File: src/assert_macros.svh
// ------------------------------------------------------------------------
// assert_macros.svh
// Assertion macros used by hbd_ctrl; each use sits on its own line.
// ------------------------------------------------------------------------
`ifndef ASSERT_MACROS_SVH
`define ASSERT_MACROS_SVH

// Implication checked on every rising edge of clk, quiet while in reset
`define HBD_ASSERT(lbl, prop, msg) \
    lbl: assert property (@(posedge clk) disable iff (!rst_n) prop) else $error(msg);

// Plain condition that must hold at every rising edge outside reset
`define HBD_ASSERT_ALWAYS(lbl, cond, msg) \
    `HBD_ASSERT(lbl, (1'b1 |-> (cond)), msg)

`endif

File: src/hbd_pkg.sv
// ------------------------------------------------------------------------
// hbd_pkg
// Types, codes and constants of the dual H-bridge drive.
// ------------------------------------------------------------------------
package hbd_pkg;

    // Widths of the fixed fields
    localparam int SPEED_W  = 16;
    localparam int MAG_W    = 15;
    localparam int PERIOD_W = 16;
    localparam int DB_W     = 14;
    localparam int LIMIT_W  = 11;
    localparam int CUR_W    = 12;
    localparam int TILT_W   = 16;
    localparam int CUTOFF_W = 14;
    localparam int PROD_W   = MAG_W + PERIOD_W;
    localparam int FRAC_W   = 14;
    localparam int NUM_CH   = 2;

    // Full-scale speed magnitude in Q1.14
    localparam logic [MAG_W-1:0] SPEED_ONE = 15'd16384;

    // Command codes
    typedef enum logic [2:0] {
        OP_INIT      = 3'd0,
        OP_SET_SPEED = 3'd1,
        OP_SET_BOTH  = 3'd2,
        OP_BRAKE     = 3'd3,
        OP_COAST     = 3'd4,
        OP_ESTOP     = 3'd5,
        OP_CHECK     = 3'd6
    } op_t;

    // Status codes
    typedef enum logic [2:0] {
        ST_OK          = 3'd0,
        ST_NOT_INIT    = 3'd1,
        ST_FAULT       = 3'd2,
        ST_INVALID     = 3'd3,
        ST_OVERCURRENT = 3'd4
    } status_t;

    // Register indexes of the write port
    localparam logic [2:0] REG_PWM_PERIOD = 3'd0;
    localparam logic [2:0] REG_DB_LEFT    = 3'd1;
    localparam logic [2:0] REG_DB_RIGHT   = 3'd2;
    localparam logic [2:0] REG_ILIM_LEFT  = 3'd3;
    localparam logic [2:0] REG_ILIM_RIGHT = 3'd4;
    localparam logic [2:0] REG_TILT_CUT   = 3'd5;

    // Register reset values
    localparam logic [PERIOD_W-1:0] PERIOD_RST = 16'd1000;
    localparam logic [DB_W-1:0]     DB_RST     = 14'd819;
    localparam logic [LIMIT_W-1:0]  LIMIT_RST  = 11'd2000;
    localparam logic [CUTOFF_W-1:0] CUTOFF_RST = 14'd4500;

    // Configuration register set
    typedef struct packed {
        logic [PERIOD_W-1:0] pwm_period;
        logic [DB_W-1:0]     deadband_left;
        logic [DB_W-1:0]     deadband_right;
        logic [LIMIT_W-1:0]  current_limit_left;
        logic [LIMIT_W-1:0]  current_limit_right;
        logic [CUTOFF_W-1:0] tilt_cutoff;
    } cfg_t;

    // What one lane found for its speed
    typedef struct packed {
        logic                below_db;
        logic                fwd;
        logic [PERIOD_W-1:0] duty;
    } lane_res_t;

    // Safety-check inputs of one command
    typedef struct packed {
        logic signed [TILT_W-1:0] tilt;
        logic [CUR_W-1:0]         current_left;
        logic [CUR_W-1:0]         current_right;
    } check_in_t;

    // One result item
    typedef struct packed {
        logic                stop_latched;
        logic                brake_right;
        logic                brake_left;
        logic                dir_right;
        logic                dir_left;
        logic [PERIOD_W-1:0] duty_right;
        logic [PERIOD_W-1:0] duty_left;
        logic [2:0]          status;
    } result_t;

endpackage

File: src/dual_hbridge_drive_with_fault_latch.sv
// ------------------------------------------------------------------------
// dual_hbridge_drive_with_fault_latch
// Two-channel H-bridge command processor with deadband and stop latch.
// ------------------------------------------------------------------------
//  channel | direction | handshake              | payload
//  s_*     | in        | s_tvalid / s_tready    | command item, op in s_tuser
//  m_*     | out       | m_tvalid / m_tready    | result item
//  cfg_*   | in        | cfg_we (no wait)       | cfg_index, cfg_data
//
//  One item per cycle while s_tready is high; a result appears in the cycle
//  after its item is taken. Both lanes scale the speed with one 15x16
//  multiply each; the merge logic updates the drive state in the same cycle.
//  The output register holds a result while m_tready is low; s_tready stays
//  high as long as the output register is empty or is being read.
//  Reset clears the drive state and loads the register defaults.
// ------------------------------------------------------------------------
module dual_hbridge_drive_with_fault_latch (
    input  logic        clk,
    input  logic        rst_n,
    input  logic        s_tvalid,
    output logic        s_tready,
    // motor[1:0], speed_a[17:2], speed_b[33:18], tilt[49:34],
    // current_left[61:50], current_right[73:62], zeros above
    input  logic [79:0] s_tdata,
    // op[2:0]
    input  logic [2:0]  s_tuser,
    output logic        m_tvalid,
    input  logic        m_tready,
    // status[2:0], duty_left[18:3], duty_right[34:19], dir_left[35],
    // dir_right[36], brake_left[37], brake_right[38], stop_latched[39]
    output logic [39:0] m_tdata,
    input  logic        cfg_we,
    input  logic [2:0]  cfg_index,
    input  logic [15:0] cfg_data
);

    hbd_pkg::cfg_t       cfg_reg;
    hbd_pkg::lane_res_t  lane_res [hbd_pkg::NUM_CH];
    hbd_pkg::result_t    res;
    hbd_pkg::result_t    res_reg;
    hbd_pkg::check_in_t  chk;
    logic                out_valid_reg;
    logic                accept;
    logic [1:0]          motor;
    logic signed [15:0]  speed_a;
    logic signed [15:0]  speed_b;
    logic signed [15:0]  lane1_speed;

    // Unpack the command item
    assign motor             = s_tdata[1:0];
    assign speed_a           = s_tdata[17:2];
    assign speed_b           = s_tdata[33:18];
    assign chk.tilt          = s_tdata[49:34];
    assign chk.current_left  = s_tdata[61:50];
    assign chk.current_right = s_tdata[73:62];

    assign s_tready    = ~out_valid_reg | m_tready;
    assign accept      = s_tvalid & s_tready;
    assign lane1_speed = (s_tuser == hbd_pkg::OP_SET_BOTH) ? speed_b : speed_a;

    // Write configuration registers
    always_ff @(posedge clk or negedge rst_n)
    begin
        if (!rst_n)
        begin
            cfg_reg.pwm_period          <= hbd_pkg::PERIOD_RST;
            cfg_reg.deadband_left       <= hbd_pkg::DB_RST;
            cfg_reg.deadband_right      <= hbd_pkg::DB_RST;
            cfg_reg.current_limit_left  <= hbd_pkg::LIMIT_RST;
            cfg_reg.current_limit_right <= hbd_pkg::LIMIT_RST;
            cfg_reg.tilt_cutoff         <= hbd_pkg::CUTOFF_RST;
        end
        else if (cfg_we)
        begin
            case (cfg_index)
                hbd_pkg::REG_PWM_PERIOD: cfg_reg.pwm_period          <= cfg_data;
                hbd_pkg::REG_DB_LEFT:    cfg_reg.deadband_left       <= cfg_data[13:0];
                hbd_pkg::REG_DB_RIGHT:   cfg_reg.deadband_right      <= cfg_data[13:0];
                hbd_pkg::REG_ILIM_LEFT:  cfg_reg.current_limit_left  <= cfg_data[10:0];
                hbd_pkg::REG_ILIM_RIGHT: cfg_reg.current_limit_right <= cfg_data[10:0];
                hbd_pkg::REG_TILT_CUT:   cfg_reg.tilt_cutoff         <= cfg_data[13:0];
                default:                 ;
            endcase
        end
    end

    // Channel lanes
    hbd_lane u_lane_left (
        .speed      (speed_a),
        .deadband   (cfg_reg.deadband_left),
        .pwm_period (cfg_reg.pwm_period),
        .res        (lane_res[0])
    );

    hbd_lane u_lane_right (
        .speed      (lane1_speed),
        .deadband   (cfg_reg.deadband_right),
        .pwm_period (cfg_reg.pwm_period),
        .res        (lane_res[1])
    );

    // Decode and merge
    hbd_ctrl u_ctrl (
        .clk      (clk),
        .rst_n    (rst_n),
        .accept   (accept),
        .op       (s_tuser),
        .motor    (motor),
        .chk      (chk),
        .cfg      (cfg_reg),
        .lane_res (lane_res),
        .res      (res)
    );

    // Output register: load on accept, drop when taken
    always_ff @(posedge clk or negedge rst_n)
    begin
        if (!rst_n)
        begin
            out_valid_reg <= 1'b0;
        end
        else if (accept)
        begin
            out_valid_reg <= 1'b1;
        end
        else if (m_tready)
        begin
            out_valid_reg <= 1'b0;
        end
    end

    always_ff @(posedge clk)
    begin
        if (accept)
        begin
            res_reg <= res;
        end
    end

    assign m_tvalid = out_valid_reg;
    assign m_tdata  = res_reg;

endmodule

File: src/hbd_lane.sv
// ------------------------------------------------------------------------
// hbd_lane
// One channel lane: clamp the speed, test the deadband, scale to a duty.
// ------------------------------------------------------------------------
module hbd_lane (
    input  logic signed [hbd_pkg::SPEED_W-1:0]  speed,
    input  logic        [hbd_pkg::DB_W-1:0]     deadband,
    input  logic        [hbd_pkg::PERIOD_W-1:0] pwm_period,
    output hbd_pkg::lane_res_t                  res
);

    logic signed [hbd_pkg::SPEED_W:0]   speed_sx;
    logic        [hbd_pkg::SPEED_W:0]   speed_abs;
    logic        [hbd_pkg::MAG_W-1:0]   mag;
    logic        [hbd_pkg::PROD_W-1:0]  prod;
    logic        [hbd_pkg::PERIOD_W:0]  duty_full;

    // Clamp the magnitude to full scale
    always_comb
    begin
        speed_sx  = {speed[hbd_pkg::SPEED_W-1], speed};
        speed_abs = speed[hbd_pkg::SPEED_W-1] ? (hbd_pkg::SPEED_W+1)'(-speed_sx)
                                              : (hbd_pkg::SPEED_W+1)'(speed_sx);
        if (speed_abs > {2'b00, hbd_pkg::SPEED_ONE})
        begin
            mag = hbd_pkg::SPEED_ONE;
        end
        else
        begin
            mag = speed_abs[hbd_pkg::MAG_W-1:0];
        end
    end

    // Scale by the period and saturate at it
    assign prod      = {{hbd_pkg::PERIOD_W{1'b0}}, mag} * {{hbd_pkg::MAG_W{1'b0}}, pwm_period};
    assign duty_full = prod[hbd_pkg::PROD_W-1:hbd_pkg::FRAC_W];

    always_comb
    begin
        res.below_db = (mag < {1'b0, deadband});
        res.fwd      = ~speed[hbd_pkg::SPEED_W-1];
        if (duty_full > {1'b0, pwm_period})
        begin
            res.duty = pwm_period;
        end
        else
        begin
            res.duty = duty_full[hbd_pkg::PERIOD_W-1:0];
        end
    end

endmodule

File: src/hbd_ctrl.sv
// ------------------------------------------------------------------------
// hbd_ctrl
// Command decode and merge: checks, stop latch and per-channel drive state.
// ------------------------------------------------------------------------
`include "assert_macros.svh"

module hbd_ctrl (
    input  logic                                clk,
    input  logic                                rst_n,
    input  logic                                accept,
    input  logic [2:0]                          op,
    input  logic [1:0]                          motor,
    input  hbd_pkg::check_in_t                  chk,
    input  hbd_pkg::cfg_t                       cfg,
    input  hbd_pkg::lane_res_t                  lane_res [hbd_pkg::NUM_CH],
    output hbd_pkg::result_t                    res
);

    logic                          ready_reg,  ready_next;
    logic                          estop_reg,  estop_next;
    logic [hbd_pkg::PERIOD_W-1:0]  duty_reg   [hbd_pkg::NUM_CH];
    logic [hbd_pkg::PERIOD_W-1:0]  duty_next  [hbd_pkg::NUM_CH];
    logic                          dir_reg    [hbd_pkg::NUM_CH];
    logic                          dir_next   [hbd_pkg::NUM_CH];
    logic                          brake_reg  [hbd_pkg::NUM_CH];
    logic                          brake_next [hbd_pkg::NUM_CH];

    logic [hbd_pkg::NUM_CH-1:0]    drive_sel;
    logic [hbd_pkg::NUM_CH-1:0]    hold_sel;
    logic                          hold_brake;
    logic                          do_stop;
    logic                          do_init;
    logic [2:0]                    status;
    logic [hbd_pkg::TILT_W-1:0]    tilt_abs;
    logic                          tilt_over;
    logic                          left_over;
    logic                          right_over;
    logic                          duty_zero;
    logic                          init_taken;
    logic                          estop_taken;
    logic                          brakes_set;

    // Safety comparisons
    always_comb
    begin
        tilt_abs   = chk.tilt[hbd_pkg::TILT_W-1] ? hbd_pkg::TILT_W'(-chk.tilt)
                                                 : hbd_pkg::TILT_W'(chk.tilt);
        tilt_over  = (tilt_abs > {2'b00, cfg.tilt_cutoff});
        left_over  = (chk.current_left  > {1'b0, cfg.current_limit_left});
        right_over = (chk.current_right > {1'b0, cfg.current_limit_right});
    end

    // Decode the command into actions and a status
    always_comb
    begin
        drive_sel  = '0;
        hold_sel   = '0;
        hold_brake = 1'b0;
        do_stop    = 1'b0;
        do_init    = 1'b0;
        status     = hbd_pkg::ST_OK;
        case (op)
            hbd_pkg::OP_INIT:
            begin
                do_init = 1'b1;
            end
            hbd_pkg::OP_SET_SPEED:
            begin
                if (!ready_reg)
                    status = hbd_pkg::ST_NOT_INIT;
                else if (estop_reg)
                    status = hbd_pkg::ST_FAULT;
                else if (motor[1])
                    status = hbd_pkg::ST_INVALID;
                else
                    drive_sel = motor[0] ? 2'b10 : 2'b01;
            end
            hbd_pkg::OP_SET_BOTH:
            begin
                if (!ready_reg)
                    status = hbd_pkg::ST_NOT_INIT;
                else if (estop_reg)
                    status = hbd_pkg::ST_FAULT;
                else
                    drive_sel = 2'b11;
            end
            hbd_pkg::OP_BRAKE,
            hbd_pkg::OP_COAST:
            begin
                hold_brake = (op == hbd_pkg::OP_BRAKE);
                if (!ready_reg)
                    status = hbd_pkg::ST_NOT_INIT;
                else if (motor[1])
                    status = hbd_pkg::ST_INVALID;
                else
                    hold_sel = motor[0] ? 2'b10 : 2'b01;
            end
            hbd_pkg::OP_ESTOP:
            begin
                do_stop = 1'b1;
            end
            hbd_pkg::OP_CHECK:
            begin
                if (!ready_reg)
                begin
                    status = hbd_pkg::ST_NOT_INIT;
                end
                else if (tilt_over)
                begin
                    do_stop = 1'b1;
                    status  = hbd_pkg::ST_FAULT;
                end
                else if (left_over || right_over)
                begin
                    do_stop = 1'b1;
                    status  = hbd_pkg::ST_OVERCURRENT;
                end
            end
            default:
            begin
                status = hbd_pkg::ST_INVALID;
            end
        endcase
    end

    // Merge the lane results into the next channel state
    always_comb
    begin
        ready_next = ready_reg | do_init;
        estop_next = (estop_reg & ~do_init) | do_stop;
        for (int i = 0; i < hbd_pkg::NUM_CH; i++)
        begin
            duty_next[i]  = duty_reg[i];
            dir_next[i]   = dir_reg[i];
            brake_next[i] = brake_reg[i];
            if (do_init)
            begin
                duty_next[i]  = '0;
                brake_next[i] = 1'b0;
            end
            if (do_stop)
            begin
                duty_next[i]  = '0;
                brake_next[i] = 1'b1;
            end
            if (hold_sel[i])
            begin
                duty_next[i]  = '0;
                brake_next[i] = hold_brake;
            end
            if (drive_sel[i])
            begin
                brake_next[i] = 1'b0;
                if (lane_res[i].below_db)
                begin
                    duty_next[i] = '0;
                end
                else
                begin
                    dir_next[i]  = lane_res[i].fwd;
                    duty_next[i] = lane_res[i].duty;
                end
            end
        end
    end

    // Hold the drive state, advance it on each accepted item
    always_ff @(posedge clk or negedge rst_n)
    begin
        if (!rst_n)
        begin
            ready_reg <= 1'b0;
            estop_reg <= 1'b0;
            for (int i = 0; i < hbd_pkg::NUM_CH; i++)
            begin
                duty_reg[i]  <= '0;
                dir_reg[i]   <= 1'b0;
                brake_reg[i] <= 1'b0;
            end
        end
        else if (accept)
        begin
            ready_reg <= ready_next;
            estop_reg <= estop_next;
            for (int i = 0; i < hbd_pkg::NUM_CH; i++)
            begin
                duty_reg[i]  <= duty_next[i];
                dir_reg[i]   <= dir_next[i];
                brake_reg[i] <= brake_next[i];
            end
        end
    end

    // Result shows the state after the command
    always_comb
    begin
        res.status       = status;
        res.duty_left    = duty_next[0];
        res.duty_right   = duty_next[1];
        res.dir_left     = dir_next[0];
        res.dir_right    = dir_next[1];
        res.brake_left   = brake_next[0];
        res.brake_right  = brake_next[1];
        res.stop_latched = estop_next;
    end

    // Terms for the checks below
    assign duty_zero   = (duty_reg[0] == '0) && (duty_reg[1] == '0);
    assign init_taken  = accept && (op == hbd_pkg::OP_INIT);
    assign estop_taken = accept && (op == hbd_pkg::OP_ESTOP);
    assign brakes_set  = brake_reg[0] && brake_reg[1];

    // A latched stop or an uninitialized drive never leaves a duty running
    `HBD_ASSERT_ALWAYS(a_stop_zero_duty, (!estop_reg || duty_zero), "duty set while stop latched")
    `HBD_ASSERT_ALWAYS(a_idle_zero_duty, (ready_reg || duty_zero), "duty nonzero before init")
    `HBD_ASSERT(a_init_clears, (init_taken |=> ready_reg && !estop_reg), "init kept the latch")
    `HBD_ASSERT(a_estop_sets, (estop_taken |=> estop_reg && brakes_set), "estop did not latch")

endmodule

File: config.mk
export PLATFORM = sky130hd
export DESIGN_NAME = dual_hbridge_drive_with_fault_latch
export DESIGN_NICKNAME = d
export VERILOG_FILES = /design/src/hbd_pkg.sv /design/src/dual_hbridge_drive_with_fault_latch.sv /design/src/hbd_lane.sv /design/src/hbd_ctrl.sv
export VERILOG_INCLUDE_DIRS = /design/src /design/src/src
export SDC_FILE = /design/constraint.sdc
export NUM_CORES = 1
export LEC_CHECK = 0
export ABC_AREA = 1
export BUFFER_PORTS_ARGS = -buffer_cell sky130_fd_sc_hd__buf_2
export CORE_ASPECT_RATIO = 0.7
export CORE_MARGIN = 5
export CORE_UTILIZATION = 40
export DETAILED_ROUTE_END_ITERATION = 8
export PLACE_DENSITY = 0.67
export REMOVE_ABC_BUFFERS = 1
export SKIP_CTS_REPAIR_TIMING = 1
export SYNTH_ARGS = -nofsm -noshare
export SYNTH_HDL_FRONTEND = slang
export SYNTH_HIERARCHICAL = 1
export SYNTH_SLANG_ARGS = --single-unit
File: constraint.sdc
create_clock -name clk -period 9.8 [get_ports clk]
set_input_delay 0.49 -clock clk [delete_from_list [all_inputs] [get_ports clk]]
set_output_delay 0.49 -clock clk [all_outputs]
set_load 0.02 [all_outputs]
==> results <==
- The run finished with clean final reports.
- Among all cell types in the netlist, the one instantiated most often is nand2_1.
- The final non-filler cell area is 31400 µm².
- The part of the Yosys area used for sequential elements is 0.153.
- For the worst setup path, the data arrival time is 9520 ps.
- The worst-margin pin slew is 947 ps.
- The floorplan step defined a core boundary enclosing 68300 µm².
- Summed over all failing endpoints, the final setup total negative slack is 0 ps.
- After clock tree synthesis, the clock-pin slew on the worst setup and hold paths is 70 ps.
- For the finished layout, the period the worst path requires is 9330 ps.
- For this run, design rule violations remaining after detail routing come to 0.
- The timing-limited maximum frequency is 0.107 GHz.
- Of all flip-flops after synthesis, the portion carrying an async set or reset was 0.748.
- The total power is 9.20 mW.
- The global-route total usage across every layer is 0.222.
- For this design the ratio of total power to cell area is 293 nW/µm².
- The register with the most flip-flops in the layout has 80 of them.
- Wires add up to 83100 µm.
- Final hold analysis gives a worst-case slack of 101 ps.
- The TritonCTS clock tree is yes.
- The maximum vdd ir drop is 400 µV.
- The number of core rows is 80.
- For this run, the post-layout net count is 4758.
- The worst slew margin relative to its limit is 0.368.
- The final estimated routing congestion in global placement is 0.975.
- The required time of the critical path is 9990 ps.
- OpenSTA, run right after detailed placement, puts the worst setup slack at -90.4 ps.
- In the finished design, the share of the clock period the worst path needs comes to 0.953.
- The initial antenna violation count was 5.
- The count of max-cap constraint violations is 0.
- The hold violation total from the final report was 0.
- The number of buffers and inverters on the critical path is 13.
- The worst setup path is launched from a primary input.
- The initial utilization of the core area, before any placement, comes to 0.404.
- Summed over all nets, the half-perimeter wirelength after detailed placement is 67200 µm.
- The die outline width is 324 µm.
- Ranked by instance count, the synthesized netlist is headed by nand2_1, inv_1, nor2_1.
- Counting distinct cell types in the post-synthesis netlist gives 58.
- The placed cell area is 30300 µm².
- The layout overhead on the synthesized area is 13.7%.
- The first routing iteration left 2263 violations.
- The worst setup path is of the primary input to flop kind.
- The netlist area before placement is 27600 µm².
- The type of the tightest min-delay check is primary input to asynchronous set/reset pin.
- The number of setup violations in the final report is 0.
- The fraction of final layout cells sized beyond drive strength 1 is 0.142.
- In this run, synthesis produced a sequential element count of 159.
- The Yosys warning count is 6.
- Including well taps, the total number of placed cells is 4880.
- The mean number of vias per cell is 5.05.
- The number of CTS-inserted buffers is 17.
- The synthesized design contains 40 enable-type register cells.
- The layout has 6879 filler cells.
- A synthesized cell averages 7.34 µm².
- The portion of synthesized cell area occupied by the leading cell type is 0.260.
- The number of antenna-violating nets in the routed design is 0.
- STA classifies the critical path endpoint as a flop.
- The number of standard cells in the layout, taps in and fillers out is 4928.
- The total I/O pin count is 149.
- The floorplan step defined a die boundary enclosing 74400 µm².
- The largest single stage delay on the critical path is 560 ps.
- The via count of the first global-routing pass is 23800.
- The tree is rooted in a clkbuf_16.
- The final routed wire length divided by cell count is 16.9 µm.
- The die is 230 µm tall.
- Among all flip-flop cells after synthesis, the most frequent one is dfrtp_1.
- The clock sink count is 159.
- The biggest fanout along the worst timing path is 16.
- The cell with the largest stage delay on the worst path is fa_1.
- The total iterations of the first detailed-routing run is 6.
- The most numerous cell on the critical path is nand2_1.
- The remaining global-route overflow is 0.
- For this block, the via count after detailed routing is 24900.
- By area the synthesized netlist is led by fa_1, nand2_1, ha_1, inv_1, dfrtp_1.
- The final design utilization is 0.460.
- Counting along the longest clock path gives a buffer depth of 2.
- The post-layout worst setup margin is 465 ps.
- For this design the static power due to leakage is 17.2 nW.
- The final count of pins violating max slew came to 0.
- On the final layout, the worst clock skew is 12.3 ps.
- After technology mapping, the gate count stands at 3760.
- The later pin in the worst-skew pair is clocked with a latency of 450 ps.
- The global-route wire length before repair is 131000 µm.
- Entering global routing, the biggest net connects 80 pins.
- Summed over all instances, the cell type with the most area after synthesis is fa_1.
- The number of buffers inserted by port buffering is 142.
- The top cell family by delay on the critical path is adder cells.
- The H-tree depth reported by CTS is 4.
[logic make-up after synthesis]
logic type	count (synthesis)	synth area share
simple gates	1770	0.266
buf+inv	903	0.129
fa+ha+maj	639	0.387
compound gates	250	0.0527
flops	159	0.153
xor+xnor	39	0.0124
[worst reg2reg max path: cells and delay by family, from the launching register on]
kind / cells / cell delay [ps]
xor gates and xnor gates: 1 / 250
and+or+nand+nor: 11 / 1290
DFF: 1 / 710
buffers and inverters: 8 / 1090
adders and majority gates: 8 / 3430
AOI/OAI and AO/OA: 9 / 1540
[metal layers]
| layer | global-route usage | vias up | share of wire |
|---|---|---|---|
| met4 | 0.0384 | 6 | 0.013 |
| li1 | - | 11900 | - |
| met3 | 0.0746 | 79 | 0.13 |
| met1 | 0.346 | 11800 | 0.47 |
| met5 | 0 | - | 0.00041 |
| met2 | 0.298 | 1083 | 0.39 |
[cells in the final DEF, fill, tap and decap left out, types with 7 or more instances in the layout]
master / n
nor3_1: 18
buf_4: 184
nor2_1: 405
o21ai_2: 12
clkbuf_16: 17
ha_1: 277
xor2_1: 22
xor2_2: 10
nand2_2: 27
nand2_1: 1031
dfstp_2: 35
nor2_2: 23
buf_2: 139
a21oi_2: 7
xnor2_1: 7
nand4_1: 33
edfxtp_1: 40
nand2_4: 8
nor2_4: 13
a21oi_1: 94
nand3b_1: 7
o21ai_1: 16
nand3_2: 10
dfrtp_1: 84
a21o_1: 10
o21ai_0: 50
inv_2: 28
a31oi_1: 19
nand3_1: 173
fa_1: 356
inv_1: 738
clkinv_1: 27
[power by group]
part / internal, mW / switching (mW)
Sequential: 0.819 / 0.0716
Combinational: 3.05 / 4.63
Clock: 0.328 / 0.300
Total: 4.20 / 5.00
[layout make-up]
cell class	instances	area, µm²	share of cell area
clock buffer	18	429	0.0137
clock inverter	14	110	0.00351
tap	902	1130	0.0360
antenna	1	2.50	0.0000798
timing repair buffer	337	2280	0.0728
multi-input combinational	2700	20200	0.644
inverter	797	3000	0.0957
sequential	159	4220	0.135
[worst paths after layout]
kind	slack, ps	from	cells after the start	end
max	470	s_tuser[0]	54	m_tdata[27]$_DFFE_PP_
min	100	rst_n	1	cfg_reg[5]$_DFFE_PN0P_
max reg2reg	1420	cfg_reg[71]$_DFFE_PN1P_	37	u_ctrl/duty_reg[24]$_DFFE_PN0P_
min reg2reg	460	cfg_reg[51]$_DFFE_PN1P_	2	cfg_reg[51]$_DFFE_PN1P_
max in group asynchronous	8290	rst_n	2	u_ctrl/duty_reg[31]$_DFFE_PN0P_
min in group clk	270	cfg_data[14]	3	cfg_reg[78]$_DFFE_PN0P_
No activity file was read; power rests on OpenSTA's default activity.
